==> config.mk <==
export PLATFORM = sky130hd
export DESIGN_NAME = tffs_cutoff
export DESIGN_NICKNAME = d
export VERILOG_FILES = /design/src/hw/rtl/tffs_pkg.sv /design/src/hw/rtl/tffs_cutoff.sv
export SDC_FILE = /design/constraint.sdc
export NUM_CORES = 1
export LEC_CHECK = 0
export ABC_AREA = 1
export BUFFER_PORTS_ARGS = -buffer_cell sky130_fd_sc_hd__buf_4
export CORE_MARGIN = 2
export CORE_UTILIZATION = 45
export DETAILED_ROUTE_END_ITERATION = 12
export PLACE_DENSITY_LB_ADDON = 0.3
export SETUP_SLACK_MARGIN = 0.2
export SLEW_MARGIN = 20
export SYNTH_ARGS = -nofsm -noshare
export SYNTH_HDL_FRONTEND = slang
export SYNTH_SLANG_ARGS = --single-unit
==> constraint.sdc <==
create_clock -name i_clk -period 4 [get_ports i_clk]
set_input_delay 0.2 -clock i_clk [delete_from_list [all_inputs] [get_ports i_clk]]
set_output_delay 0.2 -clock i_clk [all_outputs]
set_load 0.01 [all_outputs]
==> src/hw/rtl/tffs_pkg.sv <==
`timescale 1ns / 1ps
`default_nettype none
// ----------------------------------------------------------------------------
// tffs_pkg
// shared widths, register indexes, types and states of the feature selector
// ----------------------------------------------------------------------------
package tffs_pkg;

    localparam int MAX_FEATURES_DEF = 64;

    localparam int TAG_W      = 16;
    localparam int STRENGTH_W = 32;
    localparam int FRACTION_W = 17;
    localparam int MINIMUM_W  = 12;
    localparam int FRAC_SHIFT = 16;

    localparam int CFG_INDEX_W = 1;
    localparam int CFG_DATA_W  = 17;

    localparam logic [CFG_INDEX_W-1:0] REG_TOP_FRACTION = 1'b0;
    localparam logic [CFG_INDEX_W-1:0] REG_MINIMUM_KEPT = 1'b1;

    localparam logic [FRACTION_W-1:0] FRACTION_RESET = 17'd13107;
    localparam logic [MINIMUM_W-1:0]  MINIMUM_RESET  = 12'd100;

    typedef struct packed {
        logic [STRENGTH_W-1:0] strength;
        logic [TAG_W-1:0]      tag;
    } t_feature;

    // per-cycle command broadcast to every cell of the chain
    typedef struct packed {
        logic insert;
        logic shift_up;
    } t_cell_ctrl;

    typedef enum logic [1:0] {
        S_LOAD,
        S_MULT,
        S_CLAMP,
        S_EMIT
    } t_state;

endpackage : tffs_pkg
`default_nettype wire

==> src/hw/rtl/tffs_cutoff.sv <==
`timescale 1ns / 1ps
`default_nettype none
// ----------------------------------------------------------------------------
// tffs_cutoff
// kept count: max(minimum, fraction * count >> 16) clamped to count
// ----------------------------------------------------------------------------
module tffs_cutoff #(
    parameter int CW = 7
) (
    input  wire                              i_clk,
    input  wire [tffs_pkg::FRACTION_W-1:0]   i_fraction,
    input  wire [tffs_pkg::MINIMUM_W-1:0]    i_minimum,
    input  wire [CW-1:0]                     i_count,
    output logic [CW-1:0]                    o_cutoff
);
    import tffs_pkg::*;

    localparam int PROD_W = FRACTION_W + CW;
    localparam int FRAC_W = PROD_W - FRAC_SHIFT;
    localparam int CMP_W  = (FRAC_W > MINIMUM_W) ? FRAC_W : MINIMUM_W;

    logic [PROD_W-1:0] r_product;
    logic [PROD_W-1:0] w_frac_ext;
    logic [PROD_W-1:0] w_cnt_ext;
    logic [CMP_W-1:0]  w_frac_term;
    logic [CMP_W-1:0]  w_min_term;
    logic [CMP_W-1:0]  w_cnt_term;
    logic [CMP_W-1:0]  w_larger;

    assign w_frac_ext = PROD_W'(i_fraction);
    assign w_cnt_ext  = PROD_W'(i_count);

    always_ff @(posedge i_clk) begin
        r_product <= w_frac_ext * w_cnt_ext;
    end

    assign w_frac_term = CMP_W'(r_product[PROD_W-1:FRAC_SHIFT]);
    assign w_min_term  = CMP_W'(i_minimum);
    assign w_cnt_term  = CMP_W'(i_count);
    assign w_larger    = (w_min_term > w_frac_term) ? w_min_term : w_frac_term;

    always_comb begin
        if (w_larger > w_cnt_term) begin
            o_cutoff = i_count;
        end else begin
            o_cutoff = w_larger[CW-1:0];
        end
    end

endmodule : tffs_cutoff
`default_nettype wire

==> out/metrics.yaml, run 1 <==
logic_synthesis:
  synth_area_per_cell_um2: 6.72
  synth_compound_area_share_pct: 4.91
  synth_top_area_share_pct: 29.6
  syn_area_um2: 4940
  muxShareOfSynthArea_pct: 0
  yosysTopAreaCell: "fa_1"
  yosys.area_share.adder_pct: 43.5
  seq_area_frac_synth_pct: 3.24
  ys_types: 28
  synth_seq_cells: 8
  synthCells: 735
  post_synth_and_or_nand_nor_area_fraction_pct: 29.9
  synthTopCellsByArea: "fa_1 30%, nand2_1 17%, inv_1 16%, ha_1 14%, dfxtp_1 3.2%"
  syn-num-nets: 900
  yosys.area_share.xor_xnor_pct: 0.355
  synth_top_family_by_area: "adder cells"
  yosysWarnings: 0
clock_network:
  cts.sinks: 8
  cts_made_buffers: 3
  cts_tree: "yes"
  clk_pin_slew_ns: 0.04
  holdBufCountCts: 0
  cts_max_level: 1
  cts_root_buffer: "clkbuf_8"
  cts_buffer_depth: 2
placed_design:
  place_ws_ns: -0.0191
  hpwl_mm: 9.59
  place_inst: 904
  gp_congestion: 0.894
  port_buffers: 43
  post_dp_cell_area_um2: 5410
sta:
  rsz0062_at_grt: "true"
  worstMarginPinSlew_ns: 0.311
  setup_slack_ns: 0.327
  fmax_mhz: 272
  slew_violations: 0
  min_period_over_period_pct: 91.8
  layout_min_cycle_time_ns: 3.67
  tns_ns: 0
  hold_viol_final: 0
  setup_viol: 0
  relSlewSlack_pct: 79.2
  finalHoldWorstSlack_ns: 0.509
critical_path:
  critPathArrivalTime_ns: 3.80
  crit_fanout: 7
  cp.required_ns: 4.12
  start_kind: "input pin"
  critical_path_class: "input pin to flop"
  end_kind: "flop"
  crit_path_start: "i_fraction[10]"
drt:
  wire_per_inst_um: 12.9
  drt-initial-drc-count: 175
  dr.pass1.iters: 5
  postRouteAntennaNets: 0
  drcViolationCount: 0
  finalWirelength_mm: 11.8
  via_count: 4508
  via_per_inst: 4.96
cells_and_area:
  fillers: 1043
  syn_to_final_growth_pct: 15.8
  final_common_cell: "nand2_1"
  finish.instance_area_um2: 5720
  drive_gt1_share_pct: 17.3
  finalNonFillerCells: 909
  top_regs: "r_product (8)"
  diodes: 0
  largest_reg_flops: 8
  nets: 936
  largest_register: "r_product"
  final_cell_mix: "214 x nand2_1, 211 x inv_1, 73 x fa_1, 46 x ha_1, 39 x buf_4"
floorplanning:
  ios: 44
  die_w_um: 109
  die-area_um2: 11800
  initial_core_util_pct: 45.8
  core_um2: 10800
  placement_rows: 38
  die_y_um: 109
global_routing:
  grt_max_degree: 20
  grt_pass1_vias: 4668
  antenna_found_initial: 0
  track_usage_pct: 21.1
  grt_overflow: 0
  grt_pass1_wl_mm: 20.4
run:
  maxCapViolations: 0
min_path:
  hold_path.class: "input pin to flop"
  holdCritStartpoint: "i_fraction[0]"
pwr:
  peakVddDrop_mv: 0.267
  p_leak_nw: 3.61
  power_density_nw_per_um2: 466
outcome:
  outcome: "completed"
[stage by stage]
stage	util, %	power, mW
3_3_place_gp	50.2	2.10
5_1_grt	53.0	3.02
6_report	53.0	2.66
4_1_cts	50.5	2.26
3_5_place_dp	50.2	2.15
2_1_floorplan	-	1.71
[layer usage]
layer / part of all wire [%] / up-vias / global-route usage, %
li1: - / 2210 / -
met1: 42 / 2196 / 26.1
met5: 0 / - / 0
met3: 3.6 / 11 / 1.20
met2: 53 / 91 / 40.4
met4: 1.2 / 0 / 4.30
[layout make-up]
| cell class | count | area, um^2 | share of cell area, % |
|---|---|---|---|
| flip-flops and latches | 8 | 160 | 2.80 |
| inverters | 217 | 815 | 14.2 |
| clock buffers | 3 | 41.3 | 0.722 |
| multi-input cells | 496 | 4150 | 72.6 |
| well taps | 140 | 175 | 3.06 |
| repair buffers | 45 | 375 | 6.56 |
[what timing repair did]
item | CTS | global route
resized for setup | 0 | 59
setup endpoints to repair | 0 | 8
setup buffers | 0 | 2
[power by group]
part,internal [mW],switching (mW)
clock network,0.0653,0.0330
registers,0.127,0.0306
logic,0.940,1.47
total,1.13,1.53
[worst max-delay path, cell delays in order]
cell and delay (ns):
buf_4 0.15, nand2_1 0.07, inv_1 0.05, fa_1 0.54, inv_1 0.06, fa_1 0.53, inv_1 0.06, fa_1 0.52
inv_1 0.05, fa_1 0.52, inv_2 0.05, ha_4 0.30, nand2_2 0.09, nor2_2 0.16, buf_4 0.13, nand4_1 0.13
nand4_1 0.13, nand2_1 0.06
[kinds of logic (layout without fill, tap and decap cells)]
family          count (synthesis)  count (layout)
compound gates                 44              44
xor+xnor                        2               2
fa+ha+maj                     128             128
buf+inv                       231             265
flops                           8               8
simple gates                  322             322
[path summary, 6_finish.rpt]
check	end	slack, ns	cells after the start
max	r_product[22]	0.33	18
min	r_product[19]	0.51	6
[cells in the mapped netlist (all sizes together)]
cell type and number:
dfxtp 8, xor2 1, ha 55, nand3 29, nor2 31, o21a 2
clkbuf 7, o21bai 4, inv 217, a21boi 1, buf 7, xnor2 1
nor3 6, o21ai 10, a21oi 25, nand2 247, nand4 9, fa 73
a21o 2
Note: power is estimated with default switching activity, not from simulation.
==> run 2: changes to the inputs <==
--- a/config.mk
+++ b/config.mk
@@ -11,6 +11,7 @@
 export CORE_UTILIZATION = 45
 export DETAILED_ROUTE_END_ITERATION = 12
 export PLACE_DENSITY_LB_ADDON = 0.3
+export REMOVE_ABC_BUFFERS = 1
 export SETUP_SLACK_MARGIN = 0.2
 export SLEW_MARGIN = 20
 export SYNTH_ARGS = -nofsm -noshare
==> run 2 against run 1 <==
Clock-buffer cell count did not move. Via count fell by 2.0%. Hold slack improved by 0.021 ns. Sequential share of layout area barely moved. Wire length fell by 1.1%. Final cell count rose by 1.2%. Sequential cell count did not move. Non-clock buffer count rose by 11. Clock power fell by 1%. Worst setup slack got worse by 0.0082 ns. Largest cell class unchanged.
==> out/metrics.yaml, run 2 (synthesis results as in run 1) <==
drt:
  via_count: 4420
  drt-initial-drc-count: 210
  dr.pass1.iters: 4
  via_per_inst: 4.80
  drcViolationCount: 0
  finalWirelength_mm: 11.6
  postRouteAntennaNets: 0
  wire_per_inst_um: 12.6
sta:
  slew_violations: 0
  min_period_over_period_pct: 92.0
  relSlewSlack_pct: 77.7
  layout_min_cycle_time_ns: 3.68
  worstMarginPinSlew_ns: 0.332
  hold_viol_final: 0
  fmax_mhz: 272
  setup_viol: 0
  finalHoldWorstSlack_ns: 0.530
  rsz0062_at_grt: "true"
pwr:
  p_sw_share_pct: 56.6
  p_int_mw: 1.17
  power_density_nw_per_um2: 466
  clockPowerShare_pct: 3.6
  peakVddDrop_mv: 0.265
  p_switching_mw: 1.52
  p_leak_nw: 3.65
  pwr-share-comb_pct: 90.7
  power_frac_seq_pct: 5.7
global_routing:
  track_usage_pct: 21.4
  grt_pass1_vias: 4549
  grt_overflow: 0
  antenna_found_initial: 0
  grt_pass1_wl_mm: 20.4
  grt_max_degree: 19
clock_network:
  cts_tree: "yes"
  clk_pin_slew_ns: 0.04
  cts.sinks: 8
  cts_root_buffer: "clkbuf_8"
  cts_max_level: 1
  cts_made_buffers: 3
  cts_buffer_depth: 2
cells_and_area:
  largest_register: "r_product"
  drive_gt1_share_pct: 17.7
  top_regs: "r_product (8)"
  finish.instance_area_um2: 5770
  finalNonFillerCells: 920
  fillers: 1025
  nets: 947
  final_cell_mix: "217 x nand2_1, 213 x inv_1, 73 x fa_1, 50 x buf_4, 45 x ha_1"
  largest_reg_flops: 8
  final_common_cell: "nand2_1"
  syn_to_final_growth_pct: 16.8
  diodes: 0
floorplanning:
  die_y_um: 109
  core_um2: 10800
  placement_rows: 38
  ios: 44
  die-area_um2: 11800
  initial_core_util_pct: 45.8
  die_w_um: 109
placed_design:
  post_dp_cell_area_um2: 5430
  gp_congestion: 0.876
  place_inst: 914
  hpwl_mm: 9.90
  port_buffers: 43
critical_path:
  crit_fanout: 16
  cp.required_ns: 4.12
  critPathArrivalTime_ns: 3.80
  critical_path_class: "input pin to flop"
  start_kind: "input pin"
  end_kind: "flop"
min_path:
  hold_path.class: "input pin to flop"
outcome:
  outcome: "completed"
run:
  maxCapViolations: 0
run 2: cell count changes in the layout (fill, tap and decap cells not counted), moves of 2 or more:
cell,change
a21oi_2,+2
buf_4,+11
buf_6,+3
buf_8,-3
inv_1,+2
inv_2,-2
nand2_1,+3
nand2_2,-3
nor2_2,-2
o21ai_1,+2
run 2: critical path, cell delays in order:
cell,delay [ns]
buf_6,0.14
nand2_1,0.07
inv_1,0.05
fa_1,0.52
fa_1,0.54
fa_1,0.56
inv_1,0.06
fa_1,0.53
inv_1,0.07
ha_4,0.27
nand2_1,0.11
o21ai_1,0.33
inv_1,0.07
nand2_1,0.09
nand2_1,0.07
nand3_1,0.07
nand2_1,0.05
run 2: timing repair:
item / in CTS / in global routing
buffers inserted: 0 / 3
hold buffers: 0 / 0
gates resized for setup: 0 / 61
endpoints found under the setup margin: 0 / 8
run 2: path summary, 6_finish.rpt:
| kind | slack, ns | to | depth (start not counted) | from |
|---|---|---|---|---|
| worst min-delay path | 0.53 | r_product[19] | 6 | i_fraction[0] |
| worst max-delay path | 0.32 | r_product[18] | 17 | i_count[1] |
run 2: metal layers:
metal / vias up / global-route usage [%] / part of all wire (%)
li1: 2224 / - / -
met1: 2093 / 29.0 / 46
met2: 89 / 38.3 / 50
met3: 14 / 1.02 / 3.3
met4: 0 / 3.57 / 1.1
met5: - / 0 / 0
run 2: cell type report:
cell class / count / area (um^2) / share of cell area [%]
multi-input combinational: 496 / 4130 / 71.6
timing repair buffer: 56 / 447 / 7.74
sequential: 8 / 160 / 2.78
tap: 140 / 175 / 3.04
inverter: 217 / 815 / 14.1
clock buffer: 3 / 41.3 / 0.716
run 2: metrics by stage:
stage | TNS (ns) | util [%] | setup WS (ns) | total power [mW]
after global routing | 0 | 53.4 | 0.162 | 3.05
after global placement | 0 | 50.3 | 0.0195 | 2.08
after detailed placement | -0.0925 | 50.3 | -0.0335 | 2.12
after CTS | 0 | 50.7 | 0.201 | 2.23
after floorplan | 0 | - | 0.384 | 1.61
final | 0 | 53.4 | 0.319 | 2.69
run 2: power groups by stage:
stage | Clock (mW) | Sequential, mW | Combinational, mW
detailed placement | 0 | 0.155 | 1.97
floorplan | 0 | 0.142 | 1.47
global route | 0.104 | 0.158 | 2.79
finish | 0.0971 | 0.152 | 2.44
CTS | 0.100 | 0.153 | 1.98
global placement | 0 | 0.155 | 1.93
==> run 3: changes to the inputs <==
--- a/config.mk
+++ b/config.mk
@@ -9,8 +9,9 @@
 export BUFFER_PORTS_ARGS = -buffer_cell sky130_fd_sc_hd__buf_4
 export CORE_MARGIN = 2
 export CORE_UTILIZATION = 45
+export CTS_CLUSTER_SIZE = 28
 export DETAILED_ROUTE_END_ITERATION = 12
-export PLACE_DENSITY_LB_ADDON = 0.3
+export PLACE_DENSITY = 0.65
 export REMOVE_ABC_BUFFERS = 1
 export SETUP_SLACK_MARGIN = 0.2
 export SLEW_MARGIN = 20
==> run 3 against run 2 <==
Global-route usage is 0.061 points higher. Clock-buffer cell count stayed put. Critical path depth is 3 higher. Non-clock buffer count is 5 lower. Total power is 3.5% lower. Critical endpoint is now r_product[23]. Highest routed layer unchanged.
==> out/metrics.yaml, run 3 (synthesis results as in run 1) <==
outcome:
  outcome: "completed"
floorplanning:
  die_w_um: 109
  die_y_um: 109
  die-area_um2: 11800
  placement_rows: 38
  core_um2: 10800
  initial_core_util_pct: 45.8
  ios: 44
drt:
  wire_per_inst_um: 12.8
  postRouteAntennaNets: 0
  finalWirelength_mm: 11.7
  dr.pass1.iters: 4
  drt-initial-drc-count: 177
  via_count: 4461
  drcViolationCount: 0
  via_per_inst: 4.88
min_path:
  hold_path.class: "input pin to flop"
critical_path:
  cp.required_ns: 4.17
  end_kind: "flop"
  critPathArrivalTime_ns: 3.80
  crit_fanout: 7
  start_kind: "input pin"
  critical_path_class: "input pin to flop"
sta:
  worstMarginPinSlew_ns: 0.279
  slew_violations: 0
  rsz0062_at_grt: "true"
  relSlewSlack_pct: 81.3
  setup_viol: 0
  fmax_mhz: 276
  min_period_over_period_pct: 90.7
  layout_min_cycle_time_ns: 3.63
  tns_ns: 0
  hold_viol_final: 0
pwr:
  p_leak_nw: 3.62
  power_density_nw_per_um2: 453
  peakVddDrop_mv: 0.269
  power.total_mw: 2.60
cells_and_area:
  nets: 942
  syn_to_final_growth_pct: 15.9
  largest_reg_flops: 8
  top_regs: "r_product (8)"
  finish.utilization_pct: 53.1
  diodes: 0
  final_cell_mix: "214 x nand2_1, 213 x inv_1, 73 x fa_1, 45 x ha_1, 45 x buf_4"
  fillers: 1059
  largest_register: "r_product"
  final_common_cell: "nand2_1"
  drive_gt1_share_pct: 17.4
run:
  maxCapViolations: 0
clock_network:
  cts.sinks: 8
  post_cts_buffers: 0
  cts_root_buffer: "clkbuf_8"
  cts_made_buffers: 3
  cts_max_level: 1
  cts_tree: "yes"
  clk_pin_slew_ns: 0.04
  holdBufCountCts: 0
  cts_buffer_depth: 2
placed_design:
  port_buffers: 43
  hpwl_mm: 9.97
  gp_congestion: 0.909
global_routing:
  track_usage_pct: 21.4
  grt_pass1_wl_mm: 20.5
  grt_pass1_vias: 4659
  antenna_found_initial: 0
  grt_max_degree: 19
  grt_overflow: 0
-- run 3: final cells by class --
class                   instances  area, um^2  share of cell area (%)
inverters                     217         815                    14.2
flip-flops and latches          8         160                    2.80
clock buffers                   3        41.3                   0.721
well taps                     140         175                    3.06
multi-input cells             496        4130                    72.1
repair buffers                 51         405                    7.08
-- run 3: final timing paths --
kind	from	end	cells after the start
worst max-delay path	i_fraction[10]	r_product[23]	20
worst min-delay path	i_fraction[0]	r_product[19]	6
-- run 3: layer usage --
metal	track usage [%]	vias to the layer above	part of all wire (%)	wire length [um]
li1	-	2224	-	-
met1	29.0	2117	46	5380
met2	38.3	102	49	5750
met3	0.956	18	3.3	385
met4	4.30	0	1.4	168
met5	0	-	0	0
-- run 3: critical path: stages --
cell and delay, ns:
buf_4 0.14, nand2_1 0.07, inv_1 0.05, fa_1 0.53
inv_1 0.05, fa_1 0.52, inv_1 0.05, fa_1 0.53
inv_1 0.05, fa_1 0.53, inv_1 0.06, ha_4 0.29
nand2_2 0.08, nor2_2 0.13, nand2_1 0.10, nor3_2 0.12
nand2_1 0.09, nand3_1 0.08, nand2_1 0.06, nand2_1 0.07
-- run 3: what timing repair did --
action	in CTS	in global routing
pin swaps	0	18
setup endpoints to repair	1	8
cloned	0	0
hold endpoints to repair	0	0
resized for setup	3	59
-- run 3: per-stage QoR --
step | std cells | area (um^2) | hold WS, ns | worst slack [ns]
after floorplan | 721 | 4860 | 0.499 | 0.384
after global placement | 912 | 5420 | 0.755 | 0.0182
after detailed placement | 912 | 5420 | 0.763 | -0.0306
after CTS | 915 | 5480 | 0.534 | 0.206
after global routing | 915 | 5730 | 0.587 | 0.169
final | 915 | 5730 | 0.515 | 0.371
-- run 3: power by group --
group | internal [mW] | total [mW] | switching [mW]
clock | 0.0649 | 0.0933 | 0.0285
combinational | 0.928 | 2.35 | 1.42
sequential | 0.127 | 0.153 | 0.0255
total | 1.12 | 2.60 | 1.48
