==> src/hw/rtl/tffs_pkg.sv <==
`timescale 1ns / 1ps
`default_nettype none
// ----------------------------------------------------------------------------
// tffs_pkg
// shared widths, register indexes, types and states of the feature selector
// ----------------------------------------------------------------------------
package tffs_pkg;

    localparam int MAX_FEATURES_DEF = 64;

    localparam int TAG_W      = 16;
    localparam int STRENGTH_W = 32;
    localparam int FRACTION_W = 17;
    localparam int MINIMUM_W  = 12;
    localparam int FRAC_SHIFT = 16;

    localparam int CFG_INDEX_W = 1;
    localparam int CFG_DATA_W  = 17;

    localparam logic [CFG_INDEX_W-1:0] REG_TOP_FRACTION = 1'b0;
    localparam logic [CFG_INDEX_W-1:0] REG_MINIMUM_KEPT = 1'b1;

    localparam logic [FRACTION_W-1:0] FRACTION_RESET = 17'd13107;
    localparam logic [MINIMUM_W-1:0]  MINIMUM_RESET  = 12'd100;

    typedef struct packed {
        logic [STRENGTH_W-1:0] strength;
        logic [TAG_W-1:0]      tag;
    } t_feature;

    // per-cycle command broadcast to every cell of the chain
    typedef struct packed {
        logic insert;
        logic shift_up;
    } t_cell_ctrl;

    typedef enum logic [1:0] {
        S_LOAD,
        S_MULT,
        S_CLAMP,
        S_EMIT
    } t_state;

endpackage : tffs_pkg
`default_nettype wire

==> src/hw/rtl/tffs_cell.sv <==
`timescale 1ns / 1ps
`default_nettype none
// ----------------------------------------------------------------------------
// tffs_cell
// one slot of the sorted chain: insert, move down, or move up
// ----------------------------------------------------------------------------
module tffs_cell #(
    parameter int CELL_INDEX = 0,
    parameter int CW         = 7
) (
    input  wire                   i_clk,
    input  tffs_pkg::t_cell_ctrl  i_ctrl,
    input  wire [CW-1:0]          i_count,
    input  tffs_pkg::t_feature    i_new,
    input  wire                   i_prev_take,
    input  tffs_pkg::t_feature    i_prev,
    input  tffs_pkg::t_feature    i_next,
    output logic                  o_take,
    output tffs_pkg::t_feature    o_held
);
    import tffs_pkg::*;

    t_feature r_held;
    t_feature n_held;
    logic     w_occupied;

    assign w_occupied = CW'(CELL_INDEX) < i_count;
    // strict compare keeps earlier arrivals ahead on equal strength
    assign o_take = !w_occupied || (r_held.strength < i_new.strength);
    assign o_held = r_held;

    always_comb begin
        n_held = r_held;
        if (i_ctrl.insert) begin
            if (o_take && !i_prev_take) begin
                n_held = i_new;
            end else if (o_take) begin
                n_held = i_prev;
            end
        end else if (i_ctrl.shift_up) begin
            n_held = i_next;
        end
    end

    always_ff @(posedge i_clk) begin
        r_held <= n_held;
    end

endmodule : tffs_cell
`default_nettype wire

==> config.mk <==
export PLATFORM = sky130hd
export DESIGN_NAME = tffs_cell
export DESIGN_NICKNAME = d
export VERILOG_FILES = /design/src/hw/rtl/tffs_pkg.sv /design/src/hw/rtl/tffs_cell.sv
export SDC_FILE = /design/constraint.sdc
export NUM_CORES = 1
export LEC_CHECK = 0
export ABC_AREA = 0
export BUFFER_PORTS_ARGS = -buffer_cell sky130_fd_sc_hd__buf_2
export CORE_MARGIN = 2
export CORE_UTILIZATION = 40
export CTS_CLUSTER_SIZE = 12
export DETAILED_ROUTE_END_ITERATION = 6
export PLACE_DENSITY = 0.89
export REMOVE_ABC_BUFFERS = 1
export SYNTH_ARGS = -nofsm -noshare
export SYNTH_HDL_FRONTEND = slang
export SYNTH_SLANG_ARGS = --single-unit
==> constraint.sdc <==
create_clock -name i_clk -period 3.1 [get_ports i_clk]
set_clock_uncertainty 0.2 [all_clocks]
set_input_delay 0.155 -clock i_clk [delete_from_list [all_inputs] [get_ports i_clk]]
set_output_delay 0.155 -clock i_clk [all_outputs]
set_load 0.02 [all_outputs]
==> flow_metrics.env, run 1 <==
export IMPL_grt_pass1_vias=4220
export IMPL_initial_core_util_pct=41.7
export IMPL_status="finished with violations"
export IMPL_numCtsBuffers=5
export IMPL_die_width_microns=97.1
export IMPL_reg2reg_depth=8
export IMPL_period_share_pct=93.1
export IMPL_fin_area_sq_um=4940
export IMPL_multi_input_area_sq_um=1730
export IMPL_critPathCaptureType="register"
export IMPL_cts_tree="yes"
export IMPL_nets=795
export IMPL_fin_util_pct=59.6
export IMPL_grt_ovfl_total=0
export IMPL_die_h_microns=97.1
export IMPL_fin_crit_ns=2.89
export IMPL_yosys_warnings=0
export IMPL_dp_cells=678
export IMPL_power_density_nw_per_um2=438
export IMPL_antenna_found_initial=0
export IMPL_placedInstanceArea_sq_um=4540
export IMPL_path_clk_slew_ns=0.09
export IMPL_whs_path_depth=3
export IMPL_seq_area_sq_um=1440
export IMPL_cts_max_path_buffers=2
export IMPL_wirelength_mm=12.0
export IMPL_ios=204
export IMPL_vias_per_cell=5.69
export IMPL_num_vias=4066
export IMPL_antenna_left=0
export IMPL_synth_cell_area_sq_um=3460
export IMPL_r2r_slack_ns=0.21
export IMPL_die_area_sq_um=9420
export IMPL_avgSynthCellArea_sq_um=8.79
export IMPL_core_sq_um=8300
export IMPL_drive_above_1_share_pct=37.5
export IMPL_fmax_mhz=346
export IMPL_grt_pass1_wl_mm=19.2
export IMPL_largest_register_ffs=48
export IMPL_fill_cells=738
export IMPL_fin_cells=715
export IMPL_syn_to_final_growth_pct=42.7
export IMPL_ys_flop_type="edfxtp_1"
export IMPL_route_detailed_drc=0
export IMPL_crit_start="o_held[42]"
export IMPL_final_setup_viol_count=0
export IMPL_cts_num_sinks=48
export IMPL_holdCritPathClass="in2reg"
export IMPL_routedWlPerCell_microns=16.8
export IMPL_synth_seq_area_share_pct=41.6
export IMPL_synth_top_cell_area_share_pct=41.6
export IMPL_synth_commonest_cells="60 x a21oi_1, 51 x nor2_1, 48 x edfxtp_1, 47 x a31oi_1, 35 x inv_1"
export IMPL_h_tree_depth=2
export IMPL_maxSlewHeadroom_pct=59.9
export IMPL_hold_viol_final=1
export IMPL_r2r_start="o_held[42]"
export IMPL_maxCapViolCount=0
export IMPL_startpoint_type="register"
export IMPL_hold_slack_ns=-0.00148
export IMPL_synth_cell_type_count=37
export IMPL_leakage_nw=2.33
export IMPL_cp_required_ns=3.03
export IMPL_cts_root_buf="clkbuf_8"
export IMPL_io_buffer_count=203
export IMPL_cp_data_arrival_time_ns=2.82
export IMPL_synth_area_top_cells="edfxtp_1 42%, ha_1 11%, a21oi_1 8.7%, a31oi_1 8.5%, nor2_1 5.5%"
export IMPL_clk_latency_ns=0.30
export IMPL_hold_path_startpoint="i_next[47]"
export IMPL_postSynthCellCount=394
export IMPL_yosysMostFrequentCell="a21oi_1"
export IMPL_first_pass_iters=5
export IMPL_row_count=33
export IMPL_grt_max_degree=49
export IMPL_antenna_cells=0
export IMPL_drt_initial_drc_count=311
export IMPL_yosys_area_top_type="edfxtp_1"
export IMPL_critPathMaxFanout=48
export IMPL_drv_slew=0
export IMPL_grt_total_usage_pct=24.8
export IMPL_ir_drop_mv=0.208
export IMPL_gp_congestion=0.867
export IMPL_async_reset_ff_share_pct=0
export IMPL_synth_edf_count=48
export IMPL_worst_pin_slew_ns=0.601
export IMPL_violations="negative hold slack"
export IMPL_synth_seq_cells=48
export IMPL_post_cts_setup_buffer_count=0
export IMPL_crit_type="reg2reg"
export IMPL_hpwl_mm=8.38
-- stage by stage --
stage | setup slack (ns) | hold slack (ns) | power, mW | TNS [ns]
2_1_floorplan | -1.08 | 0.180 | 1.34 | -67.98
3_3_place_gp | 0.271 | 0.272 | 1.65 | 0
3_5_place_dp | 0.185 | 0.278 | 1.68 | 0
4_1_cts | 0.149 | 0.0000428 | 2.16 | 0
5_1_grt | -0.0177 | 0.000133 | 2.28 | -0.0177
6_report | 0.214 | -0.00148 | 2.16 | 0
-- critical path, cell delays in order (launching register included) --
cell	delay (ns)
edfxtp_1	0.42
ha_1	0.31
nand4_1	0.12
nor3_1	0.29
nand2_1	0.12
a31oi_2	0.27
or2_4	0.50
o21ai_0	0.25
a21oi_1	0.23
-- routing by layer --
layer  part of all wire [%]  up-vias  global-route usage [%]
met5                      0        -                       0
met4                    4.9        0                    14.5
li1                       -     1883                       -
met3                    8.4       56                    5.11
met2                     51      262                    46.2
met1                     35     1865                    25.4
-- cell usage in the layout, fill, tap and decap left out, drive strengths merged, types with 3 or more instances in the layout --
cell type      n
a21o           3
clkbuf         6
nor2          52
inv           35
nand2          8
edfxtp        48
dlygate4sd3   29
buf          210
nand4          4
o21ai         52
a31oi         48
ha            31
a21oi         60
-- layout make-up --
type	count	area share, %
Clock buffer	6	1.47
Clock inverter	2	0.709
Inverter	35	2.66
Multi-Input combinational cell	280	35.1
Sequential cell	48	29.2
Tap cell	105	2.66
Timing Repair Buffer	239	28.3
-- what timing repair did --
action / CTS / global route
endpoints found under the setup margin: 0 / 17
hold buffers: 28 / 1
endpoints found under the hold margin: 27 / 1
gates resized for setup: 0 / 1
-- power breakdown --
| group | internal [mW] | switching, mW | leakage (nW) | total, mW |
|---|---|---|---|---|
| combinational | 0.328 | 0.491 | 1.81 | 0.819 |
| sequential | 0.845 | 0.0437 | 0.468 | 0.888 |
| clock | 0.240 | 0.215 | 0.0552 | 0.455 |
| total | 1.41 | 0.750 | 2.33 | 2.16 |
-- logic make-up (layout without fill, tap and decap cells) --
| kind of cell | count (synthesis) | after routing | synth area share [%] |
|---|---|---|---|
| buf+inv | 66 | 282 | 8.74 |
| compound gates | 172 | 172 | 28.1 |
| simple gates | 76 | 76 | 10.0 |
| mux | 1 | 1 | 0.325 |
| flops | 48 | 48 | 41.6 |
| fa+ha+maj | 31 | 31 | 11.2 |
-- path summary, 6_finish.rpt --
| path | endpoint |
|---|---|
| setup reg to reg | o_held[26] |
| hold reg to reg | o_held[16] |
| hold / removal | o_held[47] |
| setup / recovery | o_held[26] |
Power figures use the tool's default switching activity.
==> run 2, diff against run 1 <==
- CORE_UTILIZATION: 40 -> 44
- PLACE_DENSITY: 0.89 -> 0.93
- clock period: 3.1 -> 2.81 ns (I/O delays scaled with it)
==> flow_metrics.env, run 2 (synthesis results as in run 1) <==
export IMPL_core_sq_um=7690
export IMPL_cts_max_path_buffers=2
export IMPL_final_common_cell="buf_2"
export IMPL_maxCapViolCount=0
export IMPL_wl_met1_mm=4.64
export IMPL_numCtsBuffers=5
export IMPL_wl_met2_mm=6.83
export IMPL_cts_num_sinks=48
export IMPL_hold_viol_final=0
export IMPL_power_density_nw_per_um2=484
export IMPL_die_area_sq_um=8600
export IMPL_status="complete, no violations"
export IMPL_startpoint_type="register"
export IMPL_grt_pass1_vias=4317
export IMPL_antenna_cells=0
export IMPL_cp_data_arrival_time_ns=2.62
export IMPL_cts_root_buf="clkbuf_8"
export IMPL_fin_cells=742
export IMPL_fmax_mhz=357
export IMPL_top_layer="met4"
export IMPL_num_vias=4278
export IMPL_clk_latency_ns=0.30
export IMPL_cp_required_ns=2.63
export IMPL_grt_pass1_wl_mm=19.4
export IMPL_routedWlPerCell_microns=17.7
export IMPL_route_detailed_drc=0
export IMPL_vias_per_cell=5.77
export IMPL_grt_total_usage_pct=28.2
export IMPL_initial_core_util_pct=45.1
export IMPL_path_clk_slew_ns=0.09
export IMPL_grt_ovfl_total=0
export IMPL_nets=826
export IMPL_grt_max_degree=52
export IMPL_cts_tree="yes"
export IMPL_rsz0062_at_grt="true"
export IMPL_wirelength_mm=13.1
export IMPL_die_h_microns=92.7
export IMPL_leakage_nw=2.53
export IMPL_drt_initial_drc_count=421
export IMPL_critPathCaptureType="register"
export IMPL_first_pass_iters=5
export IMPL_crit_type="reg2reg"
export IMPL_row_count=32
export IMPL_ios=204
export IMPL_fin_crit_ns=2.80
export IMPL_antenna_found_initial=0
export IMPL_layout_common_cells="203 x buf_2, 58 x a21oi_1, 51 x nor2_1, 48 x edfxtp_1, 45 x dlygate4sd3_1"
export IMPL_dp_cells=678
export IMPL_period_share_pct=99.6
export IMPL_hold_slack_ns=0.00574
export IMPL_drv_slew=0
export IMPL_worst_pin_slew_ns=0.756
export IMPL_antenna_left=0
export IMPL_io_buffer_count=203
export IMPL_largest_register_ffs=48
export IMPL_critPathMaxFanout=13
export IMPL_hpwl_mm=8.22
export IMPL_holdCritPathClass="in2reg"
export IMPL_drive_above_1_share_pct=39.5
export IMPL_final_setup_viol_count=0
export IMPL_syn_to_final_growth_pct=55.9
export IMPL_die_width_microns=92.7
export IMPL_gp_congestion=0.857
export IMPL_maxSlewHeadroom_pct=49.5
export IMPL_ir_drop_mv=0.238
export IMPL_met3WireLength_mm=1.28
export IMPL_h_tree_depth=2
==> run 2: worst max-delay path: stages, from the launching register on <==
cell       delay, ns
edfxtp_1        0.42
ha_1            0.31
a21o_1          0.18
a21oi_1         0.23
o211ai_1        0.18
a21oi_2         0.18
o21ai_0         0.10
a21oi_1         0.21
mux2_4          0.22
bufbuf_16       0.29
==> run 2: routing by layer <==
metal / vias up / GRT usage, %
met3: 52 / 4.80
met5: - / 0
met2: 328 / 52.3
met4: 0 / 12.3
li1: 1944 / -
met1: 1954 / 31.6
==> run 2: repair_timing <==
| action | CTS | global route |
|---|---|---|
| buffers inserted | 3 | 6 |
| hold buffers | 45 | 0 |
| endpoints found under the hold margin | 37 | 0 |
| endpoints found under the setup margin | 49 | 97 |
| pin swaps | 4 | 5 |
| gates cloned | 1 | 2 |
| resized for setup | 4 | 14 |
==> run 2: layout make-up <==
class	instances	area, sq um
clock inverters	2	60.1
multi-input cells	281	1830
well taps	102	128
flip-flops and latches	48	1440
inverters	35	131
clock buffers	5	68.8
repair buffers	269	1740
fillers	598	2290
==> run 2: through the flow <==
step	total power [mW]	worst slack, ns	util [%]	TNS, ns	cell area (sq um)
global placement	1.83	-0.0286	59.6	-0.883	4580
global route	2.73	-0.0443	70.2	-1.25	5400
CTS	2.55	-0.0275	68.1	-0.198	5240
detailed placement	1.87	-0.128	59.6	-5.56	4580
finish	2.61	0.0119	70.2	0	5400
floorplan	1.48	-1.37	-	-95.82	3290
==> run 2: power breakdown <==
part / switching, mW / total, mW / internal, mW
Clock: 0.235 / 0.586 / 0.351
Sequential: 0.0514 / 0.983 / 0.932
Combinational: 0.585 / 1.04 / 0.457
==> run 2: path summary, 6_finish.rpt <==
kind	start	to	slack, ns	cells after the start
worst max-delay path	o_held[22]	o_held[28]	0.01	9
worst min-delay path	i_prev[41]	o_held[41]	0.006	3
worst max register to register	o_held[22]	o_held[28]	0.01	9
worst min register to register	o_held[47]	o_held[16]	1.20	6
==> run 3, diff against run 2 <==
- MAX_ROUTING_LAYER: unset -> met4
- RECOVER_POWER: unset -> 50
==> flow_metrics.env, run 3 (synthesis results as in run 1) <==
export IMPL_fin_area_sq_um=5350
export IMPL_ios=204
export IMPL_r2r_slack_ns=0.006
export IMPL_drt_initial_drc_count=374
export IMPL_hpwl_mm=8.22
export IMPL_drv_slew=0
export IMPL_num_vias=4267
export IMPL_rsz0062_at_grt="true"
export IMPL_path_cells="ha_1 > a21o_1 > a21oi_1 > o211ai_1 > a21oi_2 > o21ai_0 > a21oi_1 > mux2_4 > bufbuf_16"
export IMPL_fin_util_pct=69.6
export IMPL_cp_data_arrival_time_ns=2.63
export IMPL_clk_latency_ns=0.30
export IMPL_path_clk_slew_ns=0.09
export IMPL_p_int_mw=1.71
export IMPL_initial_core_util_pct=45.1
export IMPL_row_count=32
export IMPL_layout_common_cells="165 x buf_2, 57 x a21oi_1, 51 x nor2_1, 48 x edfxtp_1, 45 x dlygate4sd3_1"
export IMPL_maxSlewHeadroom_pct=48.5
export IMPL_die_area_sq_um=8600
export IMPL_cp_required_ns=2.63
export IMPL_cts_max_path_buffers=2
export IMPL_status="complete, no violations"
export IMPL_period_share_pct=99.8
export IMPL_h_tree_depth=2
export IMPL_p_comb_share_pct=39.2
export IMPL_critPathMaxFanout=13
export IMPL_critPathCaptureType="register"
export IMPL_vias_per_cell=5.75
export IMPL_holdCritPathClass="in2reg"
export IMPL_nets=826
export IMPL_wirelength_mm=13.3
export IMPL_fmax_mhz=357
export IMPL_routedWlPerCell_microns=17.9
export IMPL_antenna_left=0
export IMPL_antenna_found_initial=0
export IMPL_grt_total_usage_pct=28.9
export IMPL_gp_congestion=0.871
export IMPL_p_clk_share_pct=22.8
export IMPL_worst_pin_slew_ns=0.772
export IMPL_largest_register_ffs=48
export IMPL_numCtsBuffers=5
export IMPL_hold_viol_final=0
export IMPL_finalPower_mw=2.59
export IMPL_power_density_nw_per_um2=484
export IMPL_fin_crit_ns=2.80
export IMPL_grt_pass1_vias=4326
export IMPL_antenna_cells=0
export IMPL_grt_pass1_wl_mm=19.3
export IMPL_ir_drop_mv=0.238
export IMPL_pwr_share_seq_pct=38.1
export IMPL_cts_tree="yes"
export IMPL_switching_power_mw=0.878
export IMPL_slowest_delay_ns=0.41
export IMPL_placedInstanceArea_sq_um=4580
export IMPL_cts_num_sinks=48
export IMPL_syn_to_final_growth_pct=54.4
export IMPL_crit_slowest_cell="edfxtp_1"
export IMPL_leakage_nw=2.42
export IMPL_drive_above_1_share_pct=33.6
export IMPL_layout_setup_ws_ns=0.00553
export IMPL_route_detailed_drc=0
export IMPL_startpoint_type="register"
export IMPL_die_width_microns=92.7
export IMPL_crit_top_cell="a21oi_1"
export IMPL_maxCapViolCount=0
export IMPL_p_sw_share_pct=33.9
export IMPL_post_place_ws_ns=-0.128
export IMPL_io_buffer_count=203
export IMPL_grt_ovfl_total=0
export IMPL_final_setup_viol_count=0
export IMPL_die_h_microns=92.7
export IMPL_cts_root_buf="clkbuf_8"
export IMPL_crit_type="reg2reg"
export IMPL_final_common_cell="buf_2"
export IMPL_core_sq_um=7690
export IMPL_first_pass_iters=5
export IMPL_grt_max_degree=52
==> run 3: routing by layer <==
layer / GRT usage, % / wire [microns] / vias to the layer above
met5: - / 0 / -
met4: 12.9 / 439 / 0
met3: 4.07 / 1430 / 55
met2: 51.9 / 6770 / 344
met1: 32.0 / 4640 / 1925
li1: - / - / 1943
==> run 3: what timing repair did <==
item / in CTS / in global routing
endpoints found under the hold margin: 37 / 0
pin swaps: 4 / 7
hold buffers: 45 / 0
cloned: 1 / 3
resized for setup: 4 / 14
setup buffers: 3 / 5
setup endpoints to repair: 49 / 97
==> run 3: metrics by stage <==
stage               setup TNS, ns  instances  hold WS, ns
floorplan                  -95.82        363        0.165
global placement           -0.883        678        0.257
detailed placement          -5.56        678        0.262
CTS                        -0.198        734     0.000408
global route                -2.53        742      0.00447
finish                          0        742      0.00292
==> run 3: critical path: cells and delay by family, from the launching register on <==
family,cells,cell delay [ns]
AOI/OAI and AO/OA,6,1.09
adders and majority gates,1,0.31
DFF,1,0.41
muxes,1,0.23
buffers and inverters,1,0.29
==> run 3: worst paths after layout <==
path                    from         end  cells after the start
hold / removal    i_prev[41]  o_held[41]                      3
hold reg to reg   o_held[47]  o_held[29]                      6
setup reg to reg  o_held[22]  o_held[23]                      9
setup / recovery  o_held[22]  o_held[23]                      9
==> run 3: cell type report <==
class / instances / area, sq um
Fill cell: 612 / 2340
Multi-Input combinational cell: 282 / 1830
Timing Repair Buffer: 268 / 1690
Sequential cell: 48 / 1440
Inverter: 35 / 131
Tap cell: 102 / 128
Clock buffer: 5 / 68.8
Clock inverter: 2 / 60.1
==> run 3: power by group through the flow <==
| stage | Clock [mW] | Sequential [mW] | Combinational, mW |
|---|---|---|---|
| after detailed placement | 0 | 0.996 | 0.874 |
| after CTS | 0.602 | 0.980 | 0.964 |
| after global routing | 0.625 | 0.996 | 1.09 |
| after global placement | 0 | 0.986 | 0.844 |
| final | 0.589 | 0.986 | 1.01 |
| after floorplan | 0 | 1.12 | 0.354 |
